===== src/hw/rtl/bpm_pkg.sv =====
`default_nettype none

package bpm_pkg;

    localparam int ADC_BITS_DEF  = 10;
    localparam int TICK_BITS_DEF = 16;

    localparam int CELLS       = 4;
    localparam int CELL_IDX_W  = 2;
    localparam int CNT_W       = 3;
    localparam int MV_W        = 15;
    localparam int PCT_W       = 7;
    localparam int LED_W       = 4;
    localparam int PERIOD_W    = 16;
    localparam int CFG_DATA_W  = 16;
    localparam int CFG_INDEX_W = 1;

    localparam logic [MV_W-1:0] PACK_EMPTY_MV  = 15'd12000;
    localparam logic [MV_W-1:0] PACK_FULL_MV   = 15'd17000;
    localparam logic [MV_W-1:0] LOW_CELL_RESET = 15'd3200;

    localparam logic [PERIOD_W-1:0] PERIOD_RESET = 16'd8000;
    localparam int ON_RESET  = 6000;
    localparam int OFF_RESET = 2000;

    localparam logic [PCT_W-1:0] PCT_FULL    = 7'd100;
    localparam logic [PCT_W-1:0] PCT_EMPTY   = 7'd0;
    localparam logic [PCT_W-1:0] PCT_LVL_4   = 7'd82;
    localparam logic [PCT_W-1:0] PCT_LVL_3   = 7'd75;
    localparam logic [PCT_W-1:0] PCT_LVL_2   = 7'd50;
    localparam logic [PCT_W-1:0] PCT_LVL_1   = 7'd25;
    localparam logic [PCT_W-1:0] DUTY_BASE   = 7'd10;

    localparam logic [LED_W-1:0] LED_FOUR  = 4'hF;
    localparam logic [LED_W-1:0] LED_THREE = 4'h7;
    localparam logic [LED_W-1:0] LED_TWO   = 4'h3;
    localparam logic [LED_W-1:0] LED_ONE   = 4'h1;
    localparam logic [LED_W-1:0] LED_NONE  = 4'h0;
    localparam logic [LED_W-1:0] LED_OVER  = 4'h8;
    localparam logic [LED_W-1:0] LED_UNDER = 4'hC;

    // (pack - 12000) / 50, exact below 2^13
    localparam int BAND_W          = 13;
    localparam int BAND_PROD_W     = 27;
    localparam int PCT_SHIFT       = 19;
    localparam logic [13:0] PCT_RECIP = 14'd10486;

    // 4*pct / 5, exact below 2^9
    localparam int DUTY_PROD_W     = 19;
    localparam int DUTY_SHIFT      = 12;
    localparam logic [9:0] DUTY_RECIP = 10'd820;

    // period*duty / 100, exact below 2^23
    localparam int ON_PROD_W       = 23;
    localparam int ON_FULL_W       = 47;
    localparam int ON_SHIFT        = 30;
    localparam logic [23:0] ON_RECIP = 24'd10737419;

    typedef enum logic [3:0] {
        OP_NONE,
        OP_LOAD,
        OP_SCALE,
        OP_CLASS,
        OP_PCT,
        OP_DUTY,
        OP_ON,
        OP_COMMIT,
        OP_TICK,
        OP_PUBLISH
    } op_t;

    typedef enum logic [3:0] {
        ST_IDLE,
        ST_SCALE,
        ST_CLASS,
        ST_PCT,
        ST_DUTY,
        ST_ON,
        ST_COMMIT,
        ST_TICK,
        ST_OUT
    } state_t;

    typedef enum logic [1:0] {
        CLS_BAND,
        CLS_OVER,
        CLS_UNDER
    } cls_t;

    typedef enum logic [CFG_INDEX_W-1:0] {
        CFG_LOW_CELL   = 1'b0,
        CFG_PWM_PERIOD = 1'b1
    } cfg_sel_t;

    typedef struct packed {
        op_t              op;
        logic [CNT_W-1:0] cnt;
    } cmd_t;

    typedef struct packed {
        logic out_busy;
    } sts_t;

endpackage

`default_nettype wire


===== src/hw/rtl/bpm_ctrl.sv =====
`default_nettype none

module bpm_ctrl (
    input  wire logic          aclk,
    input  wire logic          aresetn,
    input  wire logic          s_valid,
    input  wire logic          s_mode,
    output logic               s_ready,
    input  wire bpm_pkg::sts_t sts,
    output bpm_pkg::cmd_t      cmd
);

    bpm_pkg::state_t              state_reg, state_next;
    logic [bpm_pkg::CNT_W-1:0]    cnt_reg, cnt_next;

    always_ff @(posedge aclk) begin
        if (!aresetn) begin
            state_reg <= bpm_pkg::ST_IDLE;
            cnt_reg   <= '0;
        end else begin
            state_reg <= state_next;
            cnt_reg   <= cnt_next;
        end
    end

    always_comb begin
        state_next = state_reg;
        cnt_next   = cnt_reg;
        s_ready    = 1'b0;
        cmd.op     = bpm_pkg::OP_NONE;
        cmd.cnt    = cnt_reg;
        unique case (state_reg)
            bpm_pkg::ST_IDLE: begin
                s_ready = 1'b1;
                if (s_valid) begin
                    cmd.op     = bpm_pkg::OP_LOAD;
                    cnt_next   = '0;
                    state_next = s_mode ? bpm_pkg::ST_TICK : bpm_pkg::ST_SCALE;
                end
            end
            bpm_pkg::ST_SCALE: begin
                cmd.op = bpm_pkg::OP_SCALE;
                if (cnt_reg == bpm_pkg::CNT_W'(bpm_pkg::CELLS)) begin
                    state_next = bpm_pkg::ST_CLASS;
                end else begin
                    cnt_next = cnt_reg + 1'b1;
                end
            end
            bpm_pkg::ST_CLASS: begin
                cmd.op     = bpm_pkg::OP_CLASS;
                state_next = bpm_pkg::ST_PCT;
            end
            bpm_pkg::ST_PCT: begin
                cmd.op     = bpm_pkg::OP_PCT;
                state_next = bpm_pkg::ST_DUTY;
            end
            bpm_pkg::ST_DUTY: begin
                cmd.op     = bpm_pkg::OP_DUTY;
                state_next = bpm_pkg::ST_ON;
            end
            bpm_pkg::ST_ON: begin
                cmd.op     = bpm_pkg::OP_ON;
                state_next = bpm_pkg::ST_COMMIT;
            end
            bpm_pkg::ST_COMMIT: begin
                cmd.op     = bpm_pkg::OP_COMMIT;
                state_next = bpm_pkg::ST_OUT;
            end
            bpm_pkg::ST_TICK: begin
                cmd.op     = bpm_pkg::OP_TICK;
                state_next = bpm_pkg::ST_OUT;
            end
            bpm_pkg::ST_OUT: begin
                if (!sts.out_busy) begin
                    cmd.op     = bpm_pkg::OP_PUBLISH;
                    state_next = bpm_pkg::ST_IDLE;
                end
            end
            default: begin
                state_next = bpm_pkg::ST_IDLE;
            end
        endcase
    end

endmodule

`default_nettype wire


===== src/hw/rtl/bpm_dp.sv =====
`default_nettype none

module bpm_dp #(
    parameter int ADC_BITS  = bpm_pkg::ADC_BITS_DEF,
    parameter int TICK_BITS = bpm_pkg::TICK_BITS_DEF
) (
    input  wire logic                               aclk,
    input  wire logic                               aresetn,
    input  wire bpm_pkg::cmd_t                      cmd,
    output bpm_pkg::sts_t                           sts,
    input  wire logic                               s_mode,
    input  wire logic [ADC_BITS-1:0]                s_tap_one,
    input  wire logic [ADC_BITS-1:0]                s_tap_two,
    input  wire logic [ADC_BITS-1:0]                s_tap_three,
    input  wire logic [ADC_BITS-1:0]                s_tap_four,
    input  wire logic                               cfg_we,
    input  wire logic [bpm_pkg::CFG_INDEX_W-1:0]    cfg_index,
    input  wire logic [bpm_pkg::CFG_DATA_W-1:0]     cfg_wdata,
    output logic                                    m_valid,
    input  wire logic                               m_ready,
    output logic [bpm_pkg::CELLS-1:0]               m_low_cell_flags,
    output logic [bpm_pkg::LED_W-1:0]               m_led_bar,
    output logic [bpm_pkg::PCT_W-1:0]               m_charge_percent,
    output logic [bpm_pkg::MV_W-1:0]                m_pack_mv,
    output logic                                    m_pwm_out
);

    localparam int MV_W      = bpm_pkg::MV_W;
    localparam int PCT_W     = bpm_pkg::PCT_W;
    localparam int LED_W     = bpm_pkg::LED_W;
    localparam int CELLS     = bpm_pkg::CELLS;
    localparam int IDX_W     = bpm_pkg::CELL_IDX_W;
    localparam int CNT_W     = bpm_pkg::CNT_W;
    localparam int PERIOD_W  = bpm_pkg::PERIOD_W;

    // code*k*5000 / (2^ADC_BITS - 1) by reciprocal, exact below 2^PROD_W
    localparam int PROD_W    = ADC_BITS + MV_W;
    localparam int RECIP_W   = PROD_W + 1;
    localparam int MV_FULL_W = PROD_W + RECIP_W;
    localparam int MV_SHIFT  = PROD_W + ADC_BITS;
    localparam logic [63:0] MV_DIV        = (64'd1 << ADC_BITS) - 64'd1;
    localparam logic [63:0] MV_RECIP_FULL = ((64'd1 << MV_SHIFT) + MV_DIV - 64'd1) / MV_DIV;
    localparam logic [RECIP_W-1:0] MV_RECIP = MV_RECIP_FULL[RECIP_W-1:0];

    localparam logic [MV_W-1:0] SCALE_MV [CELLS] = '{15'd5000, 15'd10000, 15'd15000, 15'd20000};

    localparam int SAT_W = (TICK_BITS > PERIOD_W) ? TICK_BITS : PERIOD_W;
    localparam logic [TICK_BITS-1:0] TICK_MAX = {TICK_BITS{1'b1}};
    localparam logic [TICK_BITS-1:0] TICK_ONE = TICK_BITS'(1);

    function automatic logic [TICK_BITS-1:0] sat_ticks(input logic [PERIOD_W-1:0] v);
        logic [SAT_W-1:0] ext;
        ext = SAT_W'(v);
        if (ext > SAT_W'(TICK_MAX)) begin
            return TICK_MAX;
        end
        return ext[TICK_BITS-1:0];
    endfunction

    logic                                      mode_reg;
    logic [ADC_BITS-1:0]                       tap_reg [CELLS];
    logic [PROD_W-1:0]                         prod_reg;
    logic [MV_W-1:0]                           mv_reg [CELLS];
    logic [CELLS-1:0]                          flags_reg;
    bpm_pkg::cls_t                             cls_reg;
    logic [bpm_pkg::BAND_PROD_W-1:0]           band_prod_reg;
    logic [PCT_W-1:0]                          pct_reg;
    logic [LED_W-1:0]                          leds_reg;
    logic [bpm_pkg::DUTY_PROD_W-1:0]           duty_prod_reg;
    logic [bpm_pkg::ON_PROD_W-1:0]             on_prod_reg;

    logic [MV_W-1:0]                           low_cell_reg;
    logic [PERIOD_W-1:0]                       period_reg;
    logic                                      pwm_level_reg;
    logic [TICK_BITS-1:0]                      ticks_left_reg;
    logic [TICK_BITS-1:0]                      on_count_reg;
    logic [TICK_BITS-1:0]                      off_count_reg;
    logic [LED_W-1:0]                          held_leds_reg;
    logic [PCT_W-1:0]                          held_pct_reg;
    logic                                      m_valid_reg;

    logic [CELLS-1:0]                          m_flags_reg;
    logic [LED_W-1:0]                          m_led_reg;
    logic [PCT_W-1:0]                          m_pct_reg;
    logic [MV_W-1:0]                           m_pack_reg;
    logic                                      m_pwm_reg;

    logic [IDX_W-1:0]                          scale_idx;
    logic [CNT_W-1:0]                          cnt_dec;
    logic [IDX_W-1:0]                          mv_idx;
    logic [PROD_W-1:0]                         prod_next;
    logic [MV_FULL_W-1:0]                      mv_full;
    logic [MV_W-1:0]                           mv_new;
    logic [MV_W-1:0]                           mv_prev [CELLS];
    logic [MV_W-1:0]                           cell_diff [CELLS];
    logic [CELLS-1:0]                          flags_calc;
    logic [MV_W-1:0]                           pack;
    logic [MV_W-1:0]                           band_off;
    logic [bpm_pkg::BAND_PROD_W-1:0]           band_prod;
    bpm_pkg::cls_t                             cls_calc;
    logic [PCT_W-1:0]                          pct_band;
    logic [PCT_W-1:0]                          pct_calc;
    logic [LED_W-1:0]                          leds_calc;
    logic [bpm_pkg::DUTY_PROD_W-1:0]           duty_prod;
    logic [PCT_W-1:0]                          duty;
    logic [bpm_pkg::ON_PROD_W-1:0]             on_prod;
    logic [bpm_pkg::ON_FULL_W-1:0]             on_full;
    logic [PERIOD_W-1:0]                       on_val;
    logic [PERIOD_W-1:0]                       off_val;

    assign scale_idx = cmd.cnt[IDX_W-1:0];
    assign cnt_dec   = cmd.cnt - 1'b1;
    assign mv_idx    = cnt_dec[IDX_W-1:0];
    assign prod_next = PROD_W'(tap_reg[scale_idx]) * PROD_W'(SCALE_MV[scale_idx]);
    assign mv_full   = MV_FULL_W'(prod_reg) * MV_FULL_W'(MV_RECIP);
    assign mv_new    = mv_full[MV_SHIFT +: MV_W];

    always_comb begin
        mv_prev[0] = '0;
        for (int k = 1; k < CELLS; k++) begin
            mv_prev[k] = mv_reg[k-1];
        end
        for (int k = 0; k < CELLS; k++) begin
            cell_diff[k]  = mv_reg[k] - mv_prev[k];
            flags_calc[k] = (mv_reg[k] >= mv_prev[k]) && (cell_diff[k] < low_cell_reg);
        end
    end

    assign pack      = mv_reg[CELLS-1];
    assign band_off  = pack - bpm_pkg::PACK_EMPTY_MV;
    assign band_prod = bpm_pkg::BAND_PROD_W'(band_off[bpm_pkg::BAND_W-1:0])
                     * bpm_pkg::BAND_PROD_W'(bpm_pkg::PCT_RECIP);

    always_comb begin
        priority if (pack > bpm_pkg::PACK_EMPTY_MV && pack < bpm_pkg::PACK_FULL_MV) begin
            cls_calc = bpm_pkg::CLS_BAND;
        end else if (pack > bpm_pkg::PACK_FULL_MV) begin
            cls_calc = bpm_pkg::CLS_OVER;
        end else begin
            cls_calc = bpm_pkg::CLS_UNDER;
        end
    end

    assign pct_band = band_prod_reg[bpm_pkg::PCT_SHIFT +: PCT_W];

    always_comb begin
        pct_calc  = bpm_pkg::PCT_FULL;
        leds_calc = bpm_pkg::LED_UNDER;
        unique case (cls_reg)
            bpm_pkg::CLS_BAND: begin
                pct_calc = pct_band;
                priority if (pct_band > bpm_pkg::PCT_LVL_4) begin
                    leds_calc = bpm_pkg::LED_FOUR;
                end else if (pct_band > bpm_pkg::PCT_LVL_3) begin
                    leds_calc = bpm_pkg::LED_THREE;
                end else if (pct_band > bpm_pkg::PCT_LVL_2) begin
                    leds_calc = bpm_pkg::LED_TWO;
                end else if (pct_band > bpm_pkg::PCT_LVL_1) begin
                    leds_calc = bpm_pkg::LED_ONE;
                end else begin
                    leds_calc = bpm_pkg::LED_NONE;
                end
            end
            bpm_pkg::CLS_OVER: begin
                pct_calc  = bpm_pkg::PCT_EMPTY;
                leds_calc = bpm_pkg::LED_OVER;
            end
            default: begin
                pct_calc  = bpm_pkg::PCT_FULL;
                leds_calc = bpm_pkg::LED_UNDER;
            end
        endcase
    end

    assign duty_prod = bpm_pkg::DUTY_PROD_W'({pct_reg, 2'b00})
                     * bpm_pkg::DUTY_PROD_W'(bpm_pkg::DUTY_RECIP);
    assign duty      = duty_prod_reg[bpm_pkg::DUTY_SHIFT +: PCT_W] + bpm_pkg::DUTY_BASE;
    assign on_prod   = bpm_pkg::ON_PROD_W'(period_reg) * bpm_pkg::ON_PROD_W'(duty);
    assign on_full   = bpm_pkg::ON_FULL_W'(on_prod_reg) * bpm_pkg::ON_FULL_W'(bpm_pkg::ON_RECIP);
    assign on_val    = on_full[bpm_pkg::ON_SHIFT +: PERIOD_W];
    assign off_val   = period_reg - on_val;

    always_ff @(posedge aclk) begin
        if (!aresetn) begin
            low_cell_reg   <= bpm_pkg::LOW_CELL_RESET;
            period_reg     <= bpm_pkg::PERIOD_RESET;
            pwm_level_reg  <= 1'b0;
            ticks_left_reg <= TICK_BITS'(bpm_pkg::ON_RESET);
            on_count_reg   <= TICK_BITS'(bpm_pkg::ON_RESET);
            off_count_reg  <= TICK_BITS'(bpm_pkg::OFF_RESET);
            held_leds_reg  <= bpm_pkg::LED_NONE;
            held_pct_reg   <= bpm_pkg::PCT_EMPTY;
            m_valid_reg    <= 1'b0;
        end else begin
            if (cfg_we) begin
                unique case (bpm_pkg::cfg_sel_t'(cfg_index))
                    bpm_pkg::CFG_LOW_CELL:   low_cell_reg <= cfg_wdata[MV_W-1:0];
                    bpm_pkg::CFG_PWM_PERIOD: period_reg   <= cfg_wdata[PERIOD_W-1:0];
                endcase
            end
            if (cmd.op == bpm_pkg::OP_COMMIT) begin
                on_count_reg  <= sat_ticks(on_val);
                off_count_reg <= sat_ticks(off_val);
                held_leds_reg <= leds_reg;
                held_pct_reg  <= pct_reg;
            end
            if (cmd.op == bpm_pkg::OP_TICK) begin
                if (ticks_left_reg == TICK_ONE) begin
                    pwm_level_reg  <= !pwm_level_reg;
                    ticks_left_reg <= pwm_level_reg ? off_count_reg : on_count_reg;
                end else begin
                    ticks_left_reg <= ticks_left_reg - 1'b1;
                end
            end
            if (cmd.op == bpm_pkg::OP_PUBLISH) begin
                m_valid_reg <= 1'b1;
            end else if (m_ready) begin
                m_valid_reg <= 1'b0;
            end
        end
    end

    always_ff @(posedge aclk) begin
        unique case (cmd.op)
            bpm_pkg::OP_LOAD: begin
                mode_reg   <= s_mode;
                tap_reg[0] <= s_tap_one;
                tap_reg[1] <= s_tap_two;
                tap_reg[2] <= s_tap_three;
                tap_reg[3] <= s_tap_four;
            end
            bpm_pkg::OP_SCALE: begin
                if (cmd.cnt != CNT_W'(CELLS)) begin
                    prod_reg <= prod_next;
                end
                if (cmd.cnt != '0) begin
                    mv_reg[mv_idx] <= mv_new;
                end
            end
            bpm_pkg::OP_CLASS: begin
                flags_reg     <= flags_calc;
                cls_reg       <= cls_calc;
                band_prod_reg <= band_prod;
            end
            bpm_pkg::OP_PCT: begin
                pct_reg  <= pct_calc;
                leds_reg <= leds_calc;
            end
            bpm_pkg::OP_DUTY: begin
                duty_prod_reg <= duty_prod;
            end
            bpm_pkg::OP_ON: begin
                on_prod_reg <= on_prod;
            end
            bpm_pkg::OP_PUBLISH: begin
                m_flags_reg <= mode_reg ? '0 : flags_reg;
                m_pack_reg  <= mode_reg ? '0 : pack;
                m_led_reg   <= held_leds_reg;
                m_pct_reg   <= held_pct_reg;
                m_pwm_reg   <= pwm_level_reg;
            end
            default: begin
            end
        endcase
    end

    assign sts.out_busy  = m_valid_reg && !m_ready;

    assign m_valid          = m_valid_reg;
    assign m_low_cell_flags = m_flags_reg;
    assign m_led_bar        = m_led_reg;
    assign m_charge_percent = m_pct_reg;
    assign m_pack_mv        = m_pack_reg;
    assign m_pwm_out        = m_pwm_reg;

endmodule

`default_nettype wire


===== src/hw/rtl/battery_pack_monitor_pwm_unit.sv =====
// Four-cell pack monitor with PWM charge indicator. A word with s_mode low carries
// four ADC taps; the block scales each to millivolts, flags cells below low_cell_mv,
// and derives pack voltage, charge percent, LED bar and the PWM on/off counts, which
// take effect at the next reload. A word with s_mode high is one timer tick of the
// PWM. Every input word gives exactly one result word. A measurement passes through the
// shared tap-scaling multiplier (one tap per cycle) and then the chain of five
// registered steps for class, percent, duty, on count and commit. The next word is
// accepted in the cycle after the result is loaded into the output register, even
// while that result is still waiting for m_ready. Configuration is written through
// cfg_we / cfg_index / cfg_wdata with index 0 low_cell_mv, index 1 pwm_period_ticks.
`default_nettype none

module battery_pack_monitor_pwm_unit #(
    parameter int ADC_BITS  = bpm_pkg::ADC_BITS_DEF,
    parameter int TICK_BITS = bpm_pkg::TICK_BITS_DEF
) (
    input  wire logic                               aclk,
    input  wire logic                               aresetn,
    input  wire logic                               s_valid,
    output logic                                    s_ready,
    input  wire logic                               s_mode,
    input  wire logic [ADC_BITS-1:0]                s_tap_one,
    input  wire logic [ADC_BITS-1:0]                s_tap_two,
    input  wire logic [ADC_BITS-1:0]                s_tap_three,
    input  wire logic [ADC_BITS-1:0]                s_tap_four,
    input  wire logic                               cfg_we,
    input  wire logic [bpm_pkg::CFG_INDEX_W-1:0]    cfg_index,
    input  wire logic [bpm_pkg::CFG_DATA_W-1:0]     cfg_wdata,
    output logic                                    m_valid,
    input  wire logic                               m_ready,
    output logic [bpm_pkg::CELLS-1:0]               m_low_cell_flags,
    output logic [bpm_pkg::LED_W-1:0]               m_led_bar,
    output logic [bpm_pkg::PCT_W-1:0]               m_charge_percent,
    output logic [bpm_pkg::MV_W-1:0]                m_pack_mv,
    output logic                                    m_pwm_out
);

    bpm_pkg::cmd_t cmd;
    bpm_pkg::sts_t sts;

    bpm_ctrl u_ctrl (
        .aclk    (aclk),
        .aresetn (aresetn),
        .s_valid (s_valid),
        .s_mode  (s_mode),
        .s_ready (s_ready),
        .sts     (sts),
        .cmd     (cmd)
    );

    bpm_dp #(
        .ADC_BITS  (ADC_BITS),
        .TICK_BITS (TICK_BITS)
    ) u_dp (
        .aclk             (aclk),
        .aresetn          (aresetn),
        .cmd              (cmd),
        .sts              (sts),
        .s_mode           (s_mode),
        .s_tap_one        (s_tap_one),
        .s_tap_two        (s_tap_two),
        .s_tap_three      (s_tap_three),
        .s_tap_four       (s_tap_four),
        .cfg_we           (cfg_we),
        .cfg_index        (cfg_index),
        .cfg_wdata        (cfg_wdata),
        .m_valid          (m_valid),
        .m_ready          (m_ready),
        .m_low_cell_flags (m_low_cell_flags),
        .m_led_bar        (m_led_bar),
        .m_charge_percent (m_charge_percent),
        .m_pack_mv        (m_pack_mv),
        .m_pwm_out        (m_pwm_out)
    );

    a_one_word_in_flight: assert property (@(posedge aclk) disable iff (!aresetn)
        s_valid && s_ready |=> !s_ready)
        else $error("second word accepted while one is in flight");

    a_publish_needs_room: assert property (@(posedge aclk) disable iff (!aresetn)
        cmd.op == bpm_pkg::OP_PUBLISH |-> !sts.out_busy)
        else $error("result register overwritten before it was taken");

    a_percent_range: assert property (@(posedge aclk) disable iff (!aresetn)
        m_valid |-> m_charge_percent <= bpm_pkg::PCT_FULL)
        else $error("charge percent above full scale");

    a_over_pattern: assert property (@(posedge aclk) disable iff (!aresetn)
        m_valid && m_led_bar == bpm_pkg::LED_OVER |-> m_charge_percent == bpm_pkg::PCT_EMPTY)
        else $error("over-voltage LED pattern with nonzero percent");

endmodule

`default_nettype wire


===== config.mk =====
export PLATFORM = sky130hd
export DESIGN_NAME = battery_pack_monitor_pwm_unit
export DESIGN_NICKNAME = d
export VERILOG_FILES = /design/src/hw/rtl/bpm_pkg.sv /design/src/hw/rtl/bpm_ctrl.sv /design/src/hw/rtl/bpm_dp.sv /design/src/hw/rtl/battery_pack_monitor_pwm_unit.sv
export SDC_FILE = /design/constraint.sdc
export NUM_CORES = 2
export LEC_CHECK = 0
export ABC_AREA = 1
export BUFFER_PORTS_ARGS = -buffer_cell sky130_fd_sc_hd__buf_2
export CAP_MARGIN = 0
export CORE_AREA = 2 2 270 272
export DETAILED_ROUTE_END_ITERATION = 12
export DIE_AREA = 0 0 272 274
export PLACE_DENSITY = 0.75
export SETUP_SLACK_MARGIN = 0.05
export SLEW_MARGIN = 15
export SYNTH_ARGS = -nofsm -noshare
export SYNTH_HDL_FRONTEND = slang
export SYNTH_SLANG_ARGS = --single-unit

===== constraint.sdc =====
create_clock -name aclk -period 9.3 [get_ports aclk]
set_clock_uncertainty 0.2 [all_clocks]
set_input_delay 0.465 -clock aclk [delete_from_list [all_inputs] [get_ports aclk]]
set_output_delay 0.465 -clock aclk [all_outputs]
set_load 0.03 [all_outputs]

==> results_dict.tcl <==
set metrics [dict create \
    outcome "completed" \
    routed_via_density 5.31 \
    worst_pin_slew_ns 1.15 \
    reg2reg_slack_ns 1.30 \
    relSlewSlack 0.233 \
    critPathCaptureType "register" \
    place_ws_ns 1.35 \
    drive_gt1_frac 0.0514 \
    dp_hpwl_mm 82.9 \
    syn_to_final_growth_pct 8.49 \
    crit_type "reg -> reg" \
    core_um2 72000 \
    routedWlPerCell_um 17.5 \
    fin_cells 5649 \
    crit_required_ns 9.56 \
    gp_congestion 0.968 \
    ys_types 53 \
    muxShareOfSynthArea 0.00204 \
    crit_start "u_dp.on_prod_reg[5]$_DFFE_PN_" \
    hp-class "in -> reg" \
    yosys.area_share.simple 0.142 \
    n_antenna_cell 0 \
    cts_buffer_depth 3 \
    synth_area_per_cell_um2 8.67 \
    slowest_stage "fa_1" \
    cp_common_cell "nand2_1" \
    fill_cells 6221 \
    ys_seq_area_frac 0.211 \
    cts_inserted_buffers 38 \
    crit_buf_inv 6 \
    most-common-layout-cells "inv_1 (1013), nand2_1 (750), ha_1 (707)" \
    async_flop_share 0 \
    drc_errors 0 \
    cts.sinks 309 \
    start_util 0.544 \
    synth_edf_count 208 \
    path_depth 36 \
    num_rows 99 \
    gr-total-overflow 0 \
    synth_top_area_cell "ha_1" \
    via_count 30000 \
    die_x_um 272 \
    first_global_vias 30800 \
    largest_reg_flops 60 \
    critical_path.max_stage_delay_ns 0.64 \
    drv_cap 0 \
    yosys.area.top_type_share 0.226 \
    drtPass1Iterations 7 \
    die_h_um 274 \
    floorplan.io_pins 96 \
    clk_latency_ns 0.58 \
    cp_data_arrival_time_ns 8.26 \
    synthFlopType "edfxtp_1" \
    cts-root-buf "clkbuf_16" \
    syn_area_um2 39200 \
    synth_adder_area_share 0.433 \
    r2r-start "u_dp.on_prod_reg[5]$_DFFE_PN_" \
    synth_top_family_by_area "adder cells" \
    synth.area.top_cells "ha_1 (23%), fa_1 (21%), edfxtp_1 (16%), inv_1 (9.7%), nand2_1 (7.2%)" \
    grt_max_degree 63 \
    cp_max_fo 7 \
    rsz0062_at_grt "false" \
    finalCritPeriodShare 0.860 \
    crit_family "adder cells" \
    finalSetupViolations 0 \
    routed_wl_mm 98.7 \
    antenna_found_initial 1 \
    final_common_cell "inv_1" \
    holdWs_ns 0.0540 \
    dieArea_um2 74500 \
    clkTransAtPathRegs_ns 0.06 \
    cts_tree "yes" \
    setup-tns-final_ns 0 \
    nNetsFinal 5835 \
    grt_pass1_wl_mm 159 \
    crit_path_start_kind "register" \
    post_cts_resized 0 \
    synth-compound-area-share 0.0756 \
    ant_nets 0 \
    htreeDepth 2 \
    finalWorstSetupSlack_ns 1.30 \
    fmax_mhz 125 \
    regToRegEndpoint "u_dp.off_count_reg[14]$_SDFFE_PN0N_" \
    fin_crit_ns 8.00 \
    grt_usage 0.271 \
    final_hold_viol_count 0 \
    synth_xor_xnor_area_share 0.0322 \
    finalMaxSlewViolations 0 \
    yosys_warnings 0 \
    place_inst 5528 \
    drt_iter0_drc 1815 \
    syn_inst 4519 \
    critPathCapture "u_dp.off_count_reg[14]$_SDFFE_PN0N_" \
    synth-seq-cells 309 \
    reg2reg_depth 36 \
    synth_nets 5694 \
    io_buffers 95 \
]
[routing by layer]
metal  routed length, µm  vias up  global-route usage  part of all wire
li1                    -    14700                   -                 -
met1               42600    14300               0.350              0.43
met2               46900      796               0.464              0.48
met3                4810      202              0.0291             0.049
met4                4360        2               0.112             0.044
met5                  13        -                   0           0.00013
[per-stage QoR]
step / cell area [µm²] / util
detailed placement: 40700 / 0.566
floorplan: 39200 / -
CTS: 42500 / 0.590
finish: 42500 / 0.590
global route: 42500 / 0.590
global placement: 40700 / 0.566
[worst reg2reg max path: cells and delay by family, from the launching register on]
| family | cells | cell delay, ns |
|---|---|---|
| compound gates | 3 | 0.57 |
| xor+xnor | 1 | 0.12 |
| fa+ha+maj | 10 | 4.69 |
| buf+inv | 6 | 0.30 |
| flops | 1 | 0.55 |
| simple gates | 16 | 1.47 |
[logic make-up after synthesis]
logic type	count (synthesis)
AND/OR/NAND/NOR	1336
XOR/XNOR	141
buffers and inverters	1085
multiplexers	8
AO/OA/AOI/OAI	528
adder cells (fa/ha/maj)	1112
flip-flops	309
[worst min path at each step]
stage / startpoint / to / slack, ns / cells after the start
after floorplan: u_dp.held_pct_reg[0]$_SDFFE_PN0N_ / u_dp.m_charge_percent[0]$_DFFE_PP_ / 0.20 / 0
after global placement: u_dp.held_pct_reg[1]$_SDFFE_PN0N_ / u_dp.m_charge_percent[1]$_DFFE_PP_ / 0.21 / 0
after detailed placement: u_dp.held_pct_reg[4]$_SDFFE_PN0N_ / u_dp.m_charge_percent[4]$_DFFE_PP_ / 0.21 / 0
after CTS: cfg_wdata[13] / u_dp.low_cell_reg[13]$_SDFFE_PN0P_ / 0.02 / 3
after global routing: cfg_wdata[13] / u_dp.low_cell_reg[13]$_SDFFE_PN0P_ / 0.04 / 3
final: cfg_wdata[0] / u_dp.low_cell_reg[0]$_SDFFE_PN0P_ / 0.05 / 3
[repair_timing]
action | CTS | global route
setup endpoints to repair | 0 | 0
endpoints found under the hold margin | 54 | 0
hold buffers | 51 | 0
setup buffers | 0 | 0
[area by class of cell]
class | instances | area [µm²] | area share
clock buffer | 48 | 1040 | 0.0246
inverter | 1029 | 3860 | 0.0909
multi-input combinational | 3125 | 26800 | 0.632
timing repair buffer | 157 | 1070 | 0.0251
sequential | 309 | 8270 | 0.195
tap | 959 | 1200 | 0.0282
clock inverter | 22 | 198 | 0.00465
[synth_stat cells (all sizes together) (8+ instances only)]
cell type,n
o211ai,25
o21ai,145
dfxtp,101
a211oi,9
inv,1023
xor2,92
and2,9
mux2i,8
a21oi,265
nor3,42
edfxtp,208
o21a,10
o21bai,13
buf,8
nor2,321
nand3,128
or2,9
nand2,777
a21o,14
o221ai,9
xnor2,47
a31oi,11
clkbuf,48
ha,707
fa,405
nand4,38
Power is left out: the tool's default activity adds up to more than one toggle a clock period on the data nets, which glitch-free logic cannot reach.
